[config.mk]
export PLATFORM = sky130hd
export DESIGN_NAME = spt_front
export DESIGN_NICKNAME = d
export VERILOG_FILES = /design/src/design/s1_s2_stimulus_pulse_train_assert.svh /design/src/design/spt_pkg.sv /design/src/design/spt_front.sv
export SDC_FILE = /design/constraint.sdc
export NUM_CORES = 2
export LEC_CHECK = 0
export ABC_AREA = 1
export BUFFER_PORTS_ARGS = -buffer_cell sky130_fd_sc_hd__clkbuf_2
export CAP_MARGIN = 20
export CORE_MARGIN = 5
export CORE_UTILIZATION = 60
export CTS_BUF_LIST = sky130_fd_sc_hd__clkbuf_16
export DETAILED_ROUTE_END_ITERATION = 10
export PLACE_DENSITY = 0.79
export SLEW_MARGIN = 20
export SYNTH_ARGS = -nofsm -noshare
export SYNTH_HDL_FRONTEND = slang
export SYNTH_SLANG_ARGS = --single-unit
[constraint.sdc]
create_clock -name clk_i -period 2.66 [get_ports clk_i]
set_clock_uncertainty 0.15 [all_clocks]
set_input_delay 0.266 -clock clk_i [delete_from_list [all_inputs] [get_ports clk_i]]
set_output_delay 0.266 -clock clk_i [all_outputs]
set_load 0.05 [all_outputs]
[src/design/s1_s2_stimulus_pulse_train_assert.svh]
// assertion macros shared by the pulse train modules
`ifndef S1_S2_STIMULUS_PULSE_TRAIN_ASSERT_SVH
`define S1_S2_STIMULUS_PULSE_TRAIN_ASSERT_SVH
// property that must hold at every clock edge out of reset
`define SPT_ASSERT(lbl, prop, msg) \
  lbl: assert property (@(posedge clk_i) disable iff (!rst_ni) (prop)) else $error(msg);
// property that must hold after the trigger, as a non-overlapping implication
`define SPT_ASSERT_NEXT(lbl, pre, post, msg) \
  lbl: assert property (@(posedge clk_i) disable iff (!rst_ni) (pre) |=> (post)) \
    else $error(msg);
`endif

[src/design/spt_pkg.sv]
// shared widths, register indexes, train codes and types of the pulse train
package spt_pkg;

  localparam int unsigned DEF_TIME_BITS = 32;
  localparam int unsigned START_W       = 32;
  localparam int unsigned PER_W         = 24;
  localparam int unsigned CNT_W         = 16;
  localparam int unsigned SPAN_W        = PER_W + CNT_W;
  localparam int unsigned AMP_W         = 16;
  localparam int unsigned ID_W          = 2;
  localparam int unsigned CFG_AW        = 3;
  localparam int unsigned CFG_DW        = 32;
  localparam int unsigned OUT_TDATA_W   = ((AMP_W + ID_W + 7) / 8) * 8;

  typedef logic [CFG_AW-1:0] cfg_idx_t;

  // configuration register indexes
  localparam cfg_idx_t REG_START_TIME  = 3'd0;
  localparam cfg_idx_t REG_S1_PERIOD   = 3'd1;
  localparam cfg_idx_t REG_S1_COUNT    = 3'd2;
  localparam cfg_idx_t REG_S2_PERIOD   = 3'd3;
  localparam cfg_idx_t REG_S2_COUNT    = 3'd4;
  localparam cfg_idx_t REG_PULSE_WIDTH = 3'd5;
  localparam cfg_idx_t REG_AMPLITUDE   = 3'd6;

  typedef logic [ID_W-1:0] train_id_t;

  // train codes on the result beat
  localparam train_id_t ID_NONE = 2'd0;
  localparam train_id_t ID_S1   = 2'd1;
  localparam train_id_t ID_S2   = 2'd2;

  localparam logic signed [AMP_W-1:0] AMP_MIN = 16'sh8000;
  localparam logic signed [AMP_W-1:0] AMP_MAX = 16'sh7fff;

  // control that travels with each beat down the pipeline
  typedef struct packed {
    logic vld;
    logic win1;
    logic win2;
  } ctl_t;

endpackage

[src/design/spt_front.sv]
// window front end: span products, offsets into both trains and window flags
module spt_front #(
  parameter int unsigned TIME_BITS = spt_pkg::DEF_TIME_BITS
) (
  input  logic                                 clk_i,
  input  logic                                 rst_ni,
  input  logic                                 en_i,
  input  logic                                 in_vld_i,
  input  logic [TIME_BITS-1:0]                 time_i,
  input  logic [spt_pkg::START_W-1:0]          start_time_i,
  input  logic [spt_pkg::PER_W-1:0]            s1_period_i,
  input  logic [spt_pkg::CNT_W-1:0]            s1_count_i,
  input  logic [spt_pkg::PER_W-1:0]            s2_period_i,
  input  logic [spt_pkg::CNT_W-1:0]            s2_count_i,
  output spt_pkg::ctl_t                        ctl_o,
  output logic [1:0][TIME_BITS-1:0]            dvd_o
);

  localparam int unsigned SPAN_W = spt_pkg::SPAN_W;
  localparam int unsigned D_W    = ((TIME_BITS > SPAN_W) ? TIME_BITS : SPAN_W) + 1;

  logic [2:0]              vld_q;
  logic [TIME_BITS-1:0]    t0_q;
  logic [SPAN_W-1:0]       sp1_0_q, sp2_0_q;
  logic [TIME_BITS:0]      since1_1_q;
  logic [SPAN_W-1:0]       sp1_1_q, sp2_1_q;
  logic [TIME_BITS-1:0]    since1_2_q;
  logic [D_W-1:0]          d2_q;
  logic                    win1_2_q, ge2_2_q;
  logic [SPAN_W-1:0]       sp2_2_q;
  spt_pkg::ctl_t           ctl_q;
  logic [1:0][TIME_BITS-1:0] dvd_q;

  logic                    s1_en, s2_en;
  logic [TIME_BITS-1:0]    base1;
  logic [D_W-1:0]          d2_d;
  logic                    win1_d, ge2_d, win2_d;

  // a train with zero period or zero count never pulses
  assign s1_en = (s1_period_i != '0) && (s1_count_i != '0);
  assign s2_en = (s2_period_i != '0) && (s2_count_i != '0);
  assign base1 = TIME_BITS'(start_time_i);

  // offset past the end of the S1 span, negative while still inside it
  assign d2_d   = D_W'(since1_1_q[TIME_BITS-1:0]) - D_W'(sp1_1_q);
  assign win1_d = s1_en && !since1_1_q[TIME_BITS] && (d2_d[D_W-1] || (d2_d == '0));
  assign ge2_d  = !since1_1_q[TIME_BITS] && !d2_d[D_W-1];
  assign win2_d = s2_en && ge2_2_q && (d2_q[D_W-2:0] <= (D_W-1)'(sp2_2_q));

  // beat valids and window flags
  always_ff @(posedge clk_i or negedge rst_ni) begin
    if (!rst_ni) begin
      vld_q <= '0;
      ctl_q <= '0;
    end else if (en_i) begin
      vld_q      <= {vld_q[1:0], in_vld_i};
      ctl_q.vld  <= vld_q[2];
      ctl_q.win1 <= win1_2_q;
      ctl_q.win2 <= win2_d;
    end
  end

  // payload stages
  always_ff @(posedge clk_i) begin
    if (en_i) begin
      t0_q       <= time_i;
      sp1_0_q    <= SPAN_W'(s1_period_i) * SPAN_W'(s1_count_i);
      sp2_0_q    <= SPAN_W'(s2_period_i) * SPAN_W'(s2_count_i);
      since1_1_q <= {1'b0, t0_q} - {1'b0, base1};
      sp1_1_q    <= sp1_0_q;
      sp2_1_q    <= sp2_0_q;
      since1_2_q <= since1_1_q[TIME_BITS-1:0];
      d2_q       <= d2_d;
      win1_2_q   <= win1_d;
      ge2_2_q    <= ge2_d;
      sp2_2_q    <= sp2_1_q;
      dvd_q[0]   <= since1_2_q;
      dvd_q[1]   <= d2_q[TIME_BITS-1:0];
    end
  end

  assign ctl_o = ctl_q;
  assign dvd_o = dvd_q;

endmodule

==> run summary <==
Tmin final -> 5.60 ns
worst-path fanout max -> 16
# Max-Cap Violations -> 0
io pins -> 215
worst-path cell chain -> clkbuf_16 > nand2_1 > fa_1 > inv_1 > fa_1 > inv_1 > fa_1 > inv_1 > fa_1 > fa_1 > inv_1 > fa_1 > inv_2 > ha_4 > nand2_2 > nor2_4 > nand2_4 > o21ai_4 > a21oi_2 > o21ai_2 > nand2_1 > nand3_1 > nand2_1
Distinct cells, synth -> 46
WL/cell -> 21.2 µm
Seq/Total Area, Yosys -> 27.9%
worst skew pair latency -> 0.58 ns
commonest cells after routing, fill and taps aside -> 1216 x inv_1, 1091 x nand2_1, 611 x buf_4
initial antenna violation count -> 1
TritonCTS clock tree -> done
CP Buf/Inv Count -> 6
worst setup margin -> -2.94 ns
Avg Inst Size Synth -> 8.81 µm²
row count -> 99
Synth top area share -> 27.9%
Synth Register Bits -> 409
Overflow after GRT -> 0
vias per cell -> 5.73
CP Class -> input port to flip-flop
Top delay family on crit path -> adder cells
Num CTS Buffers -> 41
Setup crit start kind -> input port
Worst Setup End Kind -> flip-flop
Syn. warnings -> 0
Die ar. -> 78800 µm²
count of input and output buffers -> 214
vias in the first global route -> 39700
Synth Flop Type -> edfxtp_1
Async S/R FF share, synth -> 1.47%
first-pass GRT wire length -> 203000 µm
mapped cell area -> 44000 µm²
synth top area cells -> fa_1 28%, edfxtp_1 28%, inv_1 12%
Starting DRT DRC Count -> 4380
Worst Hold Class -> input port to flip-flop
layout cell share with drive strength beyond 1 -> 30.8%
Layout Nets -> 6960
Routed Wire Length -> 145000 µm
H-Tree Level Count -> 2
area leader, netlist -> fa_1
crit-path max cell delay -> 0.64 ns
Layout area overhead -> 33.4%
Core Area -> 72800 µm²
DRT antenna net count -> 0
Setup-failing EPs final -> 74
RSZ-0062 raised after global routing -> true
RePlAce Congestion -> 0.962
CTS Buffer Depth -> 3
most frequent CP cell -> fa_1
DR pass1 iterations -> 8
Final Cell Area -> 58700 µm²
Hold Vio Cnt, Final -> 0
final-report max-slew violation count -> 0
Synthesized Nets -> 6080
die height -> 281 µm
Post-Layout Cell Count -> 6860
Peak Freq -> 0.179 GHz
worst slew pin tran -> 0.764 ns
most common cell after layout, fill and taps aside -> inv_1
Reg clk slew, reported paths -> 0.07 ns
placed inst area -> 51800 µm²
drt drc -> 0
largest net degree at the start of global routing -> 118
Mapped Cells -> 4990
clk sinks -> 409
Post-DP HPWL -> 92700 µm
via count -> 39300
status -> finished, violations left
clock root cell -> clkbuf_16
placed insts -> 6616
CP max stage cell -> fa_1
crit path DAT -> 5.77 ns
All-Layer GR Usage -> 32.2%
die width -> 281 µm
failing checks -> setup timing
Initial Utilization -> 60.4%
Tcrit/Tclk final -> 210%
Crit path required time -> 2.84 ns
Post-synth EDFFs -> 403
slew margin rel. -> 48.6%
[worst register-to-register path: stages (launching register included)]
cell      delay [ns]
edfxtp_1        0.45
inv_2           0.13
ha_4            0.22
buf_4           0.16
nand2_1         0.07
nand2_1         0.09
nand2_1         0.07
nand2_1         0.10
inv_1           0.12
nand3_2         0.12
nand2_1         0.09
nand2_1         0.08
nor2_2          0.13
nand2_1         0.08
nor2_1          0.14
nand3_2         0.14
nor2_4          0.16
nand3_4         0.11
a21oi_4         0.19
[Yosys cell counts, types with 10 or more instances]
master / instances
nor3_1: 23
o21a_1: 23
fa_1: 614
a21o_1: 10
nand2_1: 1265
nand2_2: 15
edfxtp_1: 403
inv_1: 1363
xnor2_1: 47
ha_1: 328
nor2_1: 169
nand3_1: 80
o21ai_0: 64
clkbuf_1: 192
nand4_1: 25
o21bai_1: 13
xor2_1: 66
a21oi_1: 164
nor4_1: 29
[layer usage]
layer | track usage [%] | vias to the layer above | part of all wire [%]
met5 | 0 | - | 0
met4 | 12.7 | 0 | 7.2
met3 | 5.04 | 944 | 9.6
met2 | 56.2 | 2765 | 49
met1 | 40.6 | 18900 | 34
li1 | - | 16600 | -
[flip-flops by register name, summed over array words and instances, names as in the netlist, 3 cells and up]
signal	cells
sp2_2_q	40
ctl_o	3
sp1_1_q	40
sp1_0_q	40
t0_q	32
vld_q	3
since1_1_q	33
dvd_o	64
sp2_0_q	40
sp2_1_q	40
since1_2_q	32
d2_q	40
[metrics by stage]
step / setup TNS [ns] / worst slack (ns) / util (%) / hold WS (ns)
finish: -167.11 / -2.94 / 80.6 / 0.0395
global route: -176.10 / -3.09 / 80.6 / 0.0540
CTS: -143.21 / -2.42 / 77.7 / 0.0289
detailed placement: -199.49 / -3.32 / 71.1 / -0.0542
global placement: -193.41 / -3.26 / 71.1 / -0.0581
floorplan: -160.50 / -2.81 / - / -0.180
[repair_timing]
item | CTS | global route
buffers inserted | 69 | 73
hold buffers | 36 | 0
cloned | 9 | 2
endpoints found under the hold margin | 40 | 0
pin swaps | 216 | 232
setup endpoints to repair | 85 | 95
resized for setup | 547 | 457
[worst paths after layout]
path | startpoint | to | slack [ns] | cells after the start
setup reg to reg | sp1_1_q[6] | win1_2_q | -0.35 | 18
min in group asynchronous | rst_ni | ctl_o[1] | 0.51 | 3
setup / recovery | s2_count_i[6] | sp2_0_q[36] | -2.94 | 23
max in group asynchronous | rst_ni | vld_q[0] | 1.65 | 3
hold / removal | start_time_i[1] | since1_1_q[1] | 0.04 | 3
hold reg to reg | sp1_0_q[7] | sp1_1_q[7] | 0.24 | 0
[cell families (layout without fill, tap and decap cells)]
| logic type | count (synthesis) | in the layout | share of synthesized area (%) |
|---|---|---|---|
| AO/OA/AOI/OAI | 335 | 335 | 4.45 |
| XOR/XNOR | 114 | 114 | 2.29 |
| AND/OR/NAND/NOR | 1630 | 1630 | 14.8 |
| adder cells (fa/ha/maj) | 942 | 942 | 37.3 |
| flip-flops | 409 | 409 | 27.9 |
| other | 0 | 1 | 0 |
| buffers and inverters | 1560 | 2470 | 13.3 |
[area by class of cell]
class                      instances  area, µm²
antenna                            1       2.50
inverter                        1368       5140
clock buffer                      42       1050
sequential                       409      12300
tap                              959       1200
fill                            3766      14200
multi-input combinational       3021      29600
timing repair buffer            1029       9090
clock inverter                    31        340
Power is left out: the tool's default activity adds up to more than one toggle a clock period on the data nets, which glitch-free logic cannot reach.
