## src/design/s1_s2_stimulus_pulse_train_assert.svh

```systemverilog
// assertion macros shared by the pulse train modules
`ifndef S1_S2_STIMULUS_PULSE_TRAIN_ASSERT_SVH
`define S1_S2_STIMULUS_PULSE_TRAIN_ASSERT_SVH
// property that must hold at every clock edge out of reset
`define SPT_ASSERT(lbl, prop, msg) \
  lbl: assert property (@(posedge clk_i) disable iff (!rst_ni) (prop)) else $error(msg);
// property that must hold after the trigger, as a non-overlapping implication
`define SPT_ASSERT_NEXT(lbl, pre, post, msg) \
  lbl: assert property (@(posedge clk_i) disable iff (!rst_ni) (pre) |=> (post)) \
    else $error(msg);
`endif

```

## src/design/spt_pkg.sv

```systemverilog
// shared widths, register indexes, train codes and types of the pulse train
package spt_pkg;

  localparam int unsigned DEF_TIME_BITS = 32;
  localparam int unsigned START_W       = 32;
  localparam int unsigned PER_W         = 24;
  localparam int unsigned CNT_W         = 16;
  localparam int unsigned SPAN_W        = PER_W + CNT_W;
  localparam int unsigned AMP_W         = 16;
  localparam int unsigned ID_W          = 2;
  localparam int unsigned CFG_AW        = 3;
  localparam int unsigned CFG_DW        = 32;
  localparam int unsigned OUT_TDATA_W   = ((AMP_W + ID_W + 7) / 8) * 8;

  typedef logic [CFG_AW-1:0] cfg_idx_t;

  // configuration register indexes
  localparam cfg_idx_t REG_START_TIME  = 3'd0;
  localparam cfg_idx_t REG_S1_PERIOD   = 3'd1;
  localparam cfg_idx_t REG_S1_COUNT    = 3'd2;
  localparam cfg_idx_t REG_S2_PERIOD   = 3'd3;
  localparam cfg_idx_t REG_S2_COUNT    = 3'd4;
  localparam cfg_idx_t REG_PULSE_WIDTH = 3'd5;
  localparam cfg_idx_t REG_AMPLITUDE   = 3'd6;

  typedef logic [ID_W-1:0] train_id_t;

  // train codes on the result beat
  localparam train_id_t ID_NONE = 2'd0;
  localparam train_id_t ID_S1   = 2'd1;
  localparam train_id_t ID_S2   = 2'd2;

  localparam logic signed [AMP_W-1:0] AMP_MIN = 16'sh8000;
  localparam logic signed [AMP_W-1:0] AMP_MAX = 16'sh7fff;

  // control that travels with each beat down the pipeline
  typedef struct packed {
    logic vld;
    logic win1;
    logic win2;
  } ctl_t;

endpackage

```

## src/design/spt_mod_cell.sv

```systemverilog
// one restoring remainder step for the S1 and S2 lanes
`include "s1_s2_stimulus_pulse_train_assert.svh"

module spt_mod_cell #(
  parameter int unsigned TIME_BITS = spt_pkg::DEF_TIME_BITS
) (
  input  logic                              clk_i,
  input  logic                              rst_ni,
  input  logic                              en_i,
  input  spt_pkg::ctl_t                     ctl_i,
  input  logic [1:0][spt_pkg::PER_W-1:0]    rem_i,
  input  logic [1:0][TIME_BITS-1:0]         dvd_i,
  input  logic [1:0][spt_pkg::PER_W-1:0]    period_i,
  output spt_pkg::ctl_t                     ctl_o,
  output logic [1:0][spt_pkg::PER_W-1:0]    rem_o,
  output logic [1:0][TIME_BITS-1:0]         dvd_o
);

  localparam int unsigned PER_W = spt_pkg::PER_W;

  spt_pkg::ctl_t                 ctl_q;
  logic [1:0][PER_W-1:0]         rem_q, rem_d;
  logic [1:0][TIME_BITS-1:0]     dvd_q;
  logic [1:0][PER_W:0]           part;

  // bring in the next dividend bit and subtract the period when it fits
  always_comb begin
    for (int l = 0; l < 2; l++) begin
      part[l] = {rem_i[l], dvd_i[l][TIME_BITS-1]};
      if (part[l] >= {1'b0, period_i[l]}) begin
        rem_d[l] = PER_W'(part[l] - {1'b0, period_i[l]});
      end else begin
        rem_d[l] = part[l][PER_W-1:0];
      end
    end
  end

  always_ff @(posedge clk_i or negedge rst_ni) begin
    if (!rst_ni) begin
      ctl_q <= '0;
    end else if (en_i) begin
      ctl_q <= ctl_i;
    end
  end

  always_ff @(posedge clk_i) begin
    if (en_i) begin
      rem_q <= rem_d;
      for (int l = 0; l < 2; l++) begin
        dvd_q[l] <= {dvd_i[l][TIME_BITS-2:0], 1'b0};
      end
    end
  end

  assign ctl_o = ctl_q;
  assign rem_o = rem_q;
  assign dvd_o = dvd_q;

  // remainders stay below the period on every lane inside its window
  `SPT_ASSERT_NEXT(a_rem1_below_period, en_i && ctl_i.vld && ctl_i.win1, rem_o[0] < period_i[0], "S1 remainder reached the period")
  `SPT_ASSERT_NEXT(a_rem2_below_period, en_i && ctl_i.vld && ctl_i.win2, rem_o[1] < period_i[1], "S2 remainder reached the period")

endmodule

```

## config.mk

```make
export PLATFORM = sky130hd
export DESIGN_NAME = spt_mod_cell
export DESIGN_NICKNAME = d
export VERILOG_FILES = /design/src/design/spt_pkg.sv /design/src/design/spt_mod_cell.sv
export VERILOG_INCLUDE_DIRS = /design/src /design/src/design
export SDC_FILE = /design/constraint.sdc
export NUM_CORES = 1
export LEC_CHECK = 0
export BUFFER_PORTS_ARGS = -buffer_cell sky130_fd_sc_hd__clkbuf_2
export CELL_PAD_IN_SITES_DETAIL_PLACEMENT = 1
export CELL_PAD_IN_SITES_GLOBAL_PLACEMENT = 2
export CORE_ASPECT_RATIO = 0.9
export CORE_MARGIN = 2
export CORE_UTILIZATION = 31
export DETAILED_ROUTE_END_ITERATION = 12
export PLACE_DENSITY_LB_ADDON = 0.1
export SYNTH_ARGS = -nofsm -noshare
export SYNTH_HDL_FRONTEND = slang
export SYNTH_SLANG_ARGS = --single-unit
```

## constraint.sdc

```tcl
create_clock -name clk_i -period 2.1 [get_ports clk_i]
set_clock_uncertainty 0.2 [all_clocks]
set_input_delay 0.315 -clock clk_i [delete_from_list [all_inputs] [get_ports clk_i]]
set_output_delay 0.315 -clock clk_i [all_outputs]
set_load 0.005 [all_outputs]
```

==> results of run 1 <==
## placed cells by master (no fill, tap or decap), drive strengths merged, types with 2 or more instances in the layout
cell type and count:
buf 215, clkbuf 287, nand2 28, nand4 8, conb 2, a31o 4
a311oi 2, nor2b 4, nand3 14, nor3 9, o21ai 32, o21a 6
dlygate4sd3 66, a21o 16, dfrtp 3, a31oi 12, edfxtp 110, xnor2 23
mux2 29, inv 65, nor2 37, xor2 16, o211ai 4, o21bai 4
ha 48, or2 3, a21oi 65, clkinv 8, nand3b 3, and4 4
and3 5, fa 2, clkinvlp 3, or3 3, and2 2
## where the power goes
group          total (mW)  switching [mW]  internal [mW]
clock network        2.77            1.15           1.62
registers            2.88          0.0819           2.80
logic                2.81            1.26           1.54
## per-layer routing
metal	global-route usage, %	vias up	share of wire (%)	routed length, microns
met5	0	-	0	0
met4	5.74	0	1.6	419
met3	6.16	31	5.8	1560
met2	42.6	228	52	13900
met1	26.5	3287	41	10900
li1	-	3292	-	-
## kinds of logic (layout without fill, tap and decap cells)
family                     after synthesis  count (layout)  share of synthesized area, %
DFF                                    113             113                          50.7
and+or+nand+nor                        123             123                          9.01
adders and majority gates               50              50                          9.62
AOI/OAI and AO/OA                      160             160                          15.3
other                                    1               2                        0.0563
muxes                                   30              30                          5.16
xor gates and xnor gates                39              39                          5.13
buffers and inverters                   80             645                          5.00
## worst max-delay path: cells and delay by family
kind | cells | cell delay (ns)
adders and majority gates | 2 | 0.48
muxes | 1 | 0.27
AOI/OAI and AO/OA | 6 | 1.14
xor gates and xnor gates | 1 | 0.14
buffers and inverters | 4 | 0.35
## what timing repair did
action / 4_1_cts / 5_1_grt
gates cloned: 1 / 0
pin swaps: 51 / 38
endpoints found under the setup margin: 48 / 48
setup buffers: 32 / 12
resized for setup: 91 / 68
hold endpoints to repair: 68 / 0
hold buffers: 66 / 0
## final timing paths
path	from	to	slack (ns)
min in group asynchronous	rst_ni	ctl_o[1]$_DFFE_PN0P_	0.05
worst min register to register	ctl_o[1]$_DFFE_PN0P_	ctl_o[1]$_DFFE_PN0P_	0.32
worst max-delay path	dvd_i[63]	rem_o[36]$_DFFE_PP_	-0.64
worst min-delay path	rem_i[27]	rem_o[28]$_DFFE_PP_	0.02
max in group asynchronous	rst_ni	ctl_o[0]$_DFFE_PN0P_	1.54
worst max register to register	ctl_o[2]$_DFFE_PN0P_	ctl_o[2]$_DFFE_PN0P_	1.14
## through the flow
| stage | worst slack (ns) | hold WS (ns) | util (%) |
|---|---|---|---|
| CTS | -0.594 | 0.00853 | 57.5 |
| detailed placement | -1.28 | -0.0796 | 48.5 |
| floorplan | -0.818 | -0.181 | - |
| finish | -0.643 | 0.0152 | 59.2 |
| global placement | -1.20 | -0.0881 | 48.5 |
| global route | -0.745 | 0.00454 | 59.2 |
## state kept, by name (all words and copies together) (netlist names)
| signal | flops |
|---|---|
| dvd_o | 62 |
| rem_o | 48 |
| ctl_o | 3 |
## cell type report
| type | count | area [sq um] | share of cell area, % |
|---|---|---|---|
| clock inverter | 14 | 116 | 0.938 |
| tap | 286 | 358 | 2.89 |
| sequential | 113 | 3380 | 27.2 |
| multi-input combinational | 404 | 3930 | 31.7 |
| clock buffer | 18 | 429 | 3.46 |
| timing repair buffer | 550 | 3910 | 31.5 |
| inverter | 63 | 282 | 2.27 |
==> out/metrics.csv, run 1 <==
metric;value;unit
gp_congestion;0.900;
synth.most_common_cell;edfxtp_1;
timing.final.crit_share;131;%
drt_iter0_drc;229;
syn_inst;596;
ys.flop_type;edfxtp_1;
postSynthAreaPerCell;11.2;sq um
min_delay_path_depth;2;
cp.arrival;2.71;ns
synth_top_cell_by_area;edfxtp_1;
dp_hpwl;18600;microns
numCtsBuffers;17;
diodes;0;
critPathRequiredTime;2.06;ns
hold_path.class;in2reg;
critical_path_class;in2reg;
overflow;0;
fp.dieW;159;microns
path_cells;clkbuf_16 -> inv_12 -> ha_4 -> inv_4 -> fa_2 -> a21o_1 -> a31o_4 -> a21oi_4 -> o21bai_4 -> a311oi_2 -> o21ai_2 -> buf_4 -> xor2_2 -> mux2_4;
drive_gt1_share;59.3;%
htreeDepth;4;
power.total;8.46;mW
slew_viol_final;0;
max_stage_delay;0.36;ns
num_io_pins;281;
peakVddDrop;0.000507;V
final_area;12400;sq um
rows;50;
nFillCells;2263;
rsz0062_at_grt;yes;
core_area;21000;sq um
dieHeight;143;microns
violations;negative setup slack;
grt_pass1_wl;40100;microns
fin_ws;-0.643;ns
dr.pass1.iters;4;
grt_pass1_vias;7685;
start_kind;input pin;
cts_sinks;113;
synth_area_leaders;edfxtp_1 50%, ha_1 9.0%, a21oi_1 4.7%, inv_1 3.5%, xnor2_1 3.0%;
end_kind;register;
dpl_cell_area;10200;sq um
clkLatencyLatePin;0.41;ns
cts_tree;yes;
p_per_area;682;nW/um^2
yosysWarnings;0;
initial_core_util;31.8;%
hold_violations;0;
antenna_left;0;
dp.cells;1317;
syn_area;6660;sq um
port_buffers;278;
synth_top_cell_area_share;49.6;%
grt_max_degree;56;
maxCapViolations;0;
wl_per_cell;18.5;microns
fin_cells;1448;
fmax;0.365;GHz
vias;6838;
synth_cell_types;63;
dieArea;22700;sq um
path_clk_slew;0.06;ns
r2r_cells;1;
drc;0;
track_usage;23.1;%
wl;26800;microns
setup_violations;48;
ys_top_cells_by_count;110 x edfxtp_1, 63 x a21oi_1, 63 x inv_1;
final_nets;1365;
leakage;5.64;nW
period_minus_slack;2.74;ns
viasPerCell;4.72;
async_reset_ff_share;2.65;%
clk_path_buf_depth;2;
antenna_found_initial;0;
crit_fanout;3;
slowest_stage;fa_2;
synth_edf_count;110;
status;complete, but fails checks;
root_buffer;clkbuf_16;
layout-area-overhead-vs-synth;86.2;%
ys_seq_area_share;50.7;%
ys_seq_elements;113;
tns;-20.56;ns
No activity file was read; power rests on OpenSTA's default activity.
==> inputs of run 2 (changes only) <==
--- a/config.mk
+++ b/config.mk
@@ -9,7 +9,7 @@
 export BUFFER_PORTS_ARGS = -buffer_cell sky130_fd_sc_hd__clkbuf_2
 export CELL_PAD_IN_SITES_DETAIL_PLACEMENT = 1
 export CELL_PAD_IN_SITES_GLOBAL_PLACEMENT = 2
-export CORE_ASPECT_RATIO = 0.9
+export CORE_ASPECT_RATIO = 0.75
 export CORE_MARGIN = 2
 export CORE_UTILIZATION = 31
 export DETAILED_ROUTE_END_ITERATION = 12
==> run 2 against run 1 <==
Compared with the run above:
- the flow still finishes with violations (negative setup slack)
- flip-flop and latch count unchanged
- worst setup slack better by 0.013 ns
- clock-buffer cell count down 1
- non-clock buffer count up 10
- cell area up 0.42%
- sequential share of layout area down 0.12 points
- die area about the same
- routed wire length up 2.6%
- via count up 0.16%
- critical path type unchanged
- highest routed layer unchanged
==> out/metrics.csv, run 2 (synthesis gave the netlist of run 1 again) <==
metric;value;unit;change
numCtsBuffers;17;;unchanged
port_buffers;278;;unchanged
grt_use_met3;4.95;%;was 6.16%
grt_pass1_vias;7508;;was 7685
core_area;21100;sq um;was 21000 sq um
peakVddDrop;0.000497;V;was 0.000507 V
setup_violations;48;;unchanged
p_per_area;705;nW/um^2;was 682 nW/um^2
layout-area-overhead-vs-synth;86.9;%;was 86.2%
dp_hpwl;20200;microns;was 18600 microns
seqCellArea;3380;sq um;unchanged
antenna_left;0;;unchanged
root_buffer;clkbuf_16;;unchanged
min_delay_path_depth;3;;was 2
htreeDepth;4;;unchanged
clkLatencyLatePin;0.41;ns;about the same
maxCapViolations;0;;unchanged
r2r_cells;1;;unchanged
grtUsageMet2;42.0;%;was 42.6%
met1_usage;29.9;%;was 26.5%
final_common_cell;clkbuf_2;;unchanged
largest_reg_flops;62;;unchanged
path_clk_slew;0.07;ns;was 0.06 ns
drt_iter0_drc;321;;was 229
rows;46;;was 50
drc;0;;unchanged
start_kind;input pin;;unchanged
crit_fanout;3;;unchanged
fmax;0.366;GHz;was 0.365 GHz
cts_sinks;113;;unchanged
num_io_pins;281;;unchanged
wl;27500;microns;was 26800 microns
fp.dieW;173;microns;was 159 microns
dieHeight;131;microns;was 143 microns
final_nets;1376;;was 1365
grt_max_degree;34;;was 56
overflow;0;;unchanged
cp.arrival;2.69;ns;was 2.71 ns
track_usage;24.1;%;was 23.1%
diodes;0;;unchanged
violations;negative setup slack;;unchanged
clk_path_buf_depth;2;;unchanged
dieArea;22700;sq um;about the same
dp_slack;-1.18;ns;was -1.28 ns
slew_viol_final;0;;unchanged
critPathRequiredTime;2.06;ns;about the same
fin_cells;1461;;was 1448
nFillCells;2274;;was 2263
dr.pass1.iters;4;;unchanged
period_minus_slack;2.73;ns;was 2.74 ns
antenna_found_initial;0;;unchanged
end_kind;register;;unchanged
wl_per_cell;18.9;microns;was 18.5 microns
initial_core_util;31.5;%;was 31.8%
tns;-22.11;ns;was -20.56 ns
gp_congestion;0.879;;was 0.900
hold_violations;0;;unchanged
rsz0062_at_grt;yes;;unchanged
leakage;5.72;nW;was 5.64 nW
drive_gt1_share;59.6;%;was 59.3%
critical_path_class;in2reg;;unchanged
mostFrequentLayoutCells;264 x clkbuf_2, 197 x buf_4, 110 x edfxtp_1;;was 267 x clkbuf_2, 179 x buf_4, 110 x edfxtp_1
top_usage_layer;met2;;unchanged
vias;6849;;was 6838
fin_ws;-0.630;ns;was -0.643 ns
dp.cells;1325;;was 1317
r2r_slack;1.15;ns;was 1.14 ns
grt_pass1_wl;42100;microns;was 40100 microns
status;complete, but fails checks;;unchanged
multi_input_area;3850;sq um;was 3930 sq um
viasPerCell;4.69;;was 4.72
hold_path.class;in2reg;;unchanged
timing.final.crit_share;130;%;was 131%
cts_tree;yes;;unchanged
==> run 2: report_power, final <==
group	switching, mW	leakage [nW]	internal, mW
Combinational	1.26	4.30	1.50
Sequential	0.0909	1.11	2.80
Clock	1.22	0.306	1.90
==> run 2: routing by layer <==
layer  part of all wire [%]  wire length, microns
met1                     44                 12100
met3                    4.4                  1220
met5                      0                     0
met2                     49                 13500
met4                    2.6                   711
==> run 2: timing repair <==
item,4_1_cts,5_1_grt
setup endpoints to repair,48,48
hold buffers,66,1
gates cloned,4,1
buffers inserted,21,18
hold endpoints to repair,68,1
pin swaps,36,38
gates resized for setup,69,76
==> run 2: final timing paths <==
path                                           start              endpoint
worst max-delay path                       dvd_i[63]   rem_o[44]$_DFFE_PP_
worst min-delay path                        rem_i[5]    rem_o[6]$_DFFE_PP_
worst max register to register  ctl_o[1]$_DFFE_PN0P_  ctl_o[1]$_DFFE_PN0P_
worst min register to register  ctl_o[0]$_DFFE_PN0P_  ctl_o[0]$_DFFE_PN0P_
max in group asynchronous                     rst_ni  ctl_o[1]$_DFFE_PN0P_
min in group asynchronous                     rst_ni  ctl_o[0]$_DFFE_PN0P_
==> run 2: critical path, cell delays in order <==
cell	delay, ns
clkbuf_16	0.13
inv_12	0.04
ha_4	0.13
inv_4	0.04
fa_2	0.33
a21o_1	0.19
a31o_4	0.24
a21oi_4	0.18
o21bai_4	0.07
a311oi_2	0.29
o21ai_2	0.14
a211oi_2	0.23
xnor2_1	0.09
mux2_4	0.27
==> run 2: final cells by class <==
cell class | count | area share, %
multi-input cells | 405 | 30.9
flip-flops and latches | 113 | 27.1
clock buffers | 17 | 3.42
inverters | 63 | 2.30
repair buffers | 560 | 31.8
well taps | 288 | 2.89
clock inverters | 15 | 1.60
==> run 2: through the flow <==
step                hold WS (ns)  utilization, %  instance area (sq um)  power (mW)
detailed placement       -0.0842            48.3                  10200        5.22
global route              0.0270            59.0                  12500        9.21
global placement         -0.0908            48.3                  10200        5.14
finish                    0.0139            59.0                  12500        8.78
CTS                      0.00157            57.0                  12000        8.70
floorplan                 -0.181               -                   7220        4.04
==> inputs of run 3 (changes only) <==
--- a/config.mk
+++ b/config.mk
@@ -11,9 +11,10 @@
 export CELL_PAD_IN_SITES_GLOBAL_PLACEMENT = 2
 export CORE_ASPECT_RATIO = 0.75
 export CORE_MARGIN = 2
-export CORE_UTILIZATION = 31
+export CORE_UTILIZATION = 29
 export DETAILED_ROUTE_END_ITERATION = 12
 export PLACE_DENSITY_LB_ADDON = 0.1
+export REMOVE_ABC_BUFFERS = 1
 export SYNTH_ARGS = -nofsm -noshare
 export SYNTH_HDL_FRONTEND = slang
 export SYNTH_SLANG_ARGS = --single-unit
==> constraint.sdc (replaced) <==
create_clock -name clk_i -period 2.6 [get_ports clk_i]
set_clock_uncertainty 0.2 [all_clocks]
set_input_delay 0.39 -clock clk_i [delete_from_list [all_inputs] [get_ports clk_i]]
set_output_delay 0.39 -clock clk_i [all_outputs]
set_load 0.005 [all_outputs]
==> run 3 against run 2 <==
Compared with the run above:
- the flow still finishes with violations (negative setup slack)
- combinational power is 24% lower
- clock power is 25% lower
- highest routed layer unchanged
- sequential power is 19% lower
- register-to-register slack better by 0.49 ns
- core utilization is 5.4 points lower
- critical path depth stayed put
- cell count is 2.1% lower
- power is 23% lower
- non-clock buffer count is 36 lower
- clock-buffer cell count is 2 higher
==> out/metrics.csv, run 3 (synthesis gave the netlist of run 1 again) <==
metric;value;unit;change
r2r-start;ctl_o[2]$_DFFE_PN0P_;;was ctl_o[1]$_DFFE_PN0P_
tns;-2.11;ns;was -22.11 ns
dr.pass1.iters;4;;unchanged
gp_congestion;0.821;;was 0.879
antenna_found_initial;1;;was 0
mostFrequentLayoutCells;265 x clkbuf_2, 158 x buf_4, 110 x edfxtp_1;;was 264 x clkbuf_2, 197 x buf_4, 110 x edfxtp_1
nFillCells;2462;;was 2274
p_comb_share;31.1;%;was 31.5%
layout-area-overhead-vs-synth;79.2;%;was 86.9%
maxCapViolations;0;;unchanged
fin_ws;-0.219;ns;was -0.630 ns
overflow;0;;unchanged
p_seq_share;34.3;%;was 32.9%
setup_violations;23;;was 48
initial_core_util;29.9;%;was 31.5%
rsz0062_at_grt;yes;;unchanged
viasPerCell;4.70;;was 4.69
fmax;0.355;GHz;
violations;negative setup slack;;unchanged
core_area;22300;sq um;was 21100 sq um
crit_fanout;3;;unchanged
clkPwrFrac;34.6;%;was 35.6%
dp_slack;-0.978;ns;was -1.18 ns
power.total;6.78;mW;was 8.78 mW
cts_tree;yes;;unchanged
drive_gt1_share;56.3;%;was 59.6%
grt_pass1_vias;7321;;was 7508
hold_slack;0.0885;ns;was 0.0139 ns
antenna_left;0;;unchanged
period_minus_slack;2.82;ns;
end_kind;register;;unchanged
peakVddDrop;0.000447;V;was 0.000497 V
htreeDepth;4;;unchanged
drc;0;;unchanged
vias;6720;;was 6849
status;complete, but fails checks;;unchanged
leakage;5.48;nW;was 5.72 nW
clkLatencyLatePin;0.42;ns;was 0.41 ns
drt_iter0_drc;224;;was 321
crit_start;dvd_i[63];;unchanged
critical_path_class;in2reg;;unchanged
wl_per_cell;18.5;microns;was 18.9 microns
fp.dieW;179;microns;was 173 microns
start_kind;input pin;;unchanged
port_buffers;278;;unchanged
path_clk_slew;0.06;ns;was 0.07 ns
p_per_area;568;nW/um^2;was 705 nW/um^2
grt_pass1_wl;39200;microns;was 42100 microns
track_usage;21.3;%;was 24.1%
dieArea;24200;sq um;was 22700 sq um
clk_path_buf_depth;2;;unchanged
dp_hpwl;19400;microns;was 20200 microns
final_common_cell;clkbuf_2;;unchanged
timing.final.crit_share;108;%;
cts_sinks;113;;unchanged
largest_reg_flops;62;;unchanged
power.share.switching;29.4;%;was 29.3%
root_buffer;clkbuf_16;;unchanged
cp.arrival;2.79;ns;was 2.69 ns
min_from;rem_i[45];;was rem_i[5]
hold_violations;0;;unchanged
final_util;53.6;%;was 59.0%
final_nets;1339;;was 1376
slew_viol_final;0;;unchanged
numCtsBuffers;17;;unchanged
p_int;4.79;mW;was 6.21 mW
rows;47;;was 46
critPathRequiredTime;2.57;ns;was 2.06 ns
dieHeight;135;microns;was 131 microns
num_io_pins;281;;unchanged
hold_path.class;in2reg;;unchanged
grt_max_degree;54;;was 34
switching_power;1.99;mW;was 2.57 mW
wl;26500;microns;was 27500 microns
[run 3: path summary, 6_finish.rpt]
| kind | endpoint | slack [ns] | cells after the start |
|---|---|---|---|
| setup reg to reg | ctl_o[2]$_DFFE_PN0P_ | 1.64 | 1 |
| hold / removal | rem_o[46]$_DFFE_PP_ | 0.09 | 2 |
| min in group asynchronous | ctl_o[1]$_DFFE_PN0P_ | 0.10 | 2 |
| max in group asynchronous | ctl_o[0]$_DFFE_PN0P_ | 1.99 | 2 |
| setup / recovery | rem_o[44]$_DFFE_PP_ | -0.22 | 14 |
| hold reg to reg | ctl_o[1]$_DFFE_PN0P_ | 0.31 | 1 |
[run 3: area by class of cell]
cell class / count / area [sq um] / area share [%]
inverter: 63 / 251 / 2.11
sequential: 113 / 3380 / 28.3
clock buffer: 19 / 453 / 3.79
tap: 294 / 368 / 3.08
timing repair buffer: 524 / 3650 / 30.6
multi-input combinational: 404 / 3700 / 31.0
clock inverter: 13 / 129 / 1.08
antenna: 1 / 2.50 / 0.0210
[run 3: layer usage]
metal / part of all wire (%) / vias to the layer above / global-route usage (%)
met5: 0 / - / 0
met4: 1.8 / 0 / 5.92
met3: 5.3 / 34 / 4.55
met2: 49 / 202 / 36.6
met1: 43 / 3235 / 26.9
li1: - / 3249 / -
[run 3: metrics by stage]
stage | cells | area [sq um]
5_1_grt | 1431 | 11900
4_1_cts | 1417 | 11200
2_1_floorplan | 580 | 6570
3_3_place_gp | 1300 | 9490
6_report | 1431 | 11900
3_5_place_dp | 1300 | 9490
[run 3: timing repair]
action	4_1_cts	5_1_grt
pin swaps	27	47
hold buffers	66	0
buffers inserted	18	18
endpoints found under the setup margin	43	45
gates resized for setup	76	151
hold endpoints to repair	68	0
gates cloned	2	1
[run 3: power groups by stage]
stage                     sequential [mW]  combinational [mW]  clock [mW]
after floorplan                      2.38               0.690           0
after global placement               2.36                1.58           0
after detailed placement             2.36                1.62           0
after CTS                            2.33                1.89        2.42
after global routing                 2.35                2.29        2.49
final                                2.33                2.11        2.35
[run 3: worst max-delay path, stage by stage]
cell	delay, ns
buf_6	0.10
inv_4	0.05
ha_4	0.14
inv_4	0.04
fa_2	0.34
a21o_1	0.19
a31o_4	0.26
a21oi_4	0.16
o21bai_4	0.08
a311oi_2	0.24
o21ai_2	0.14
a211oi_2	0.28
xnor2_1	0.10
mux2_4	0.27
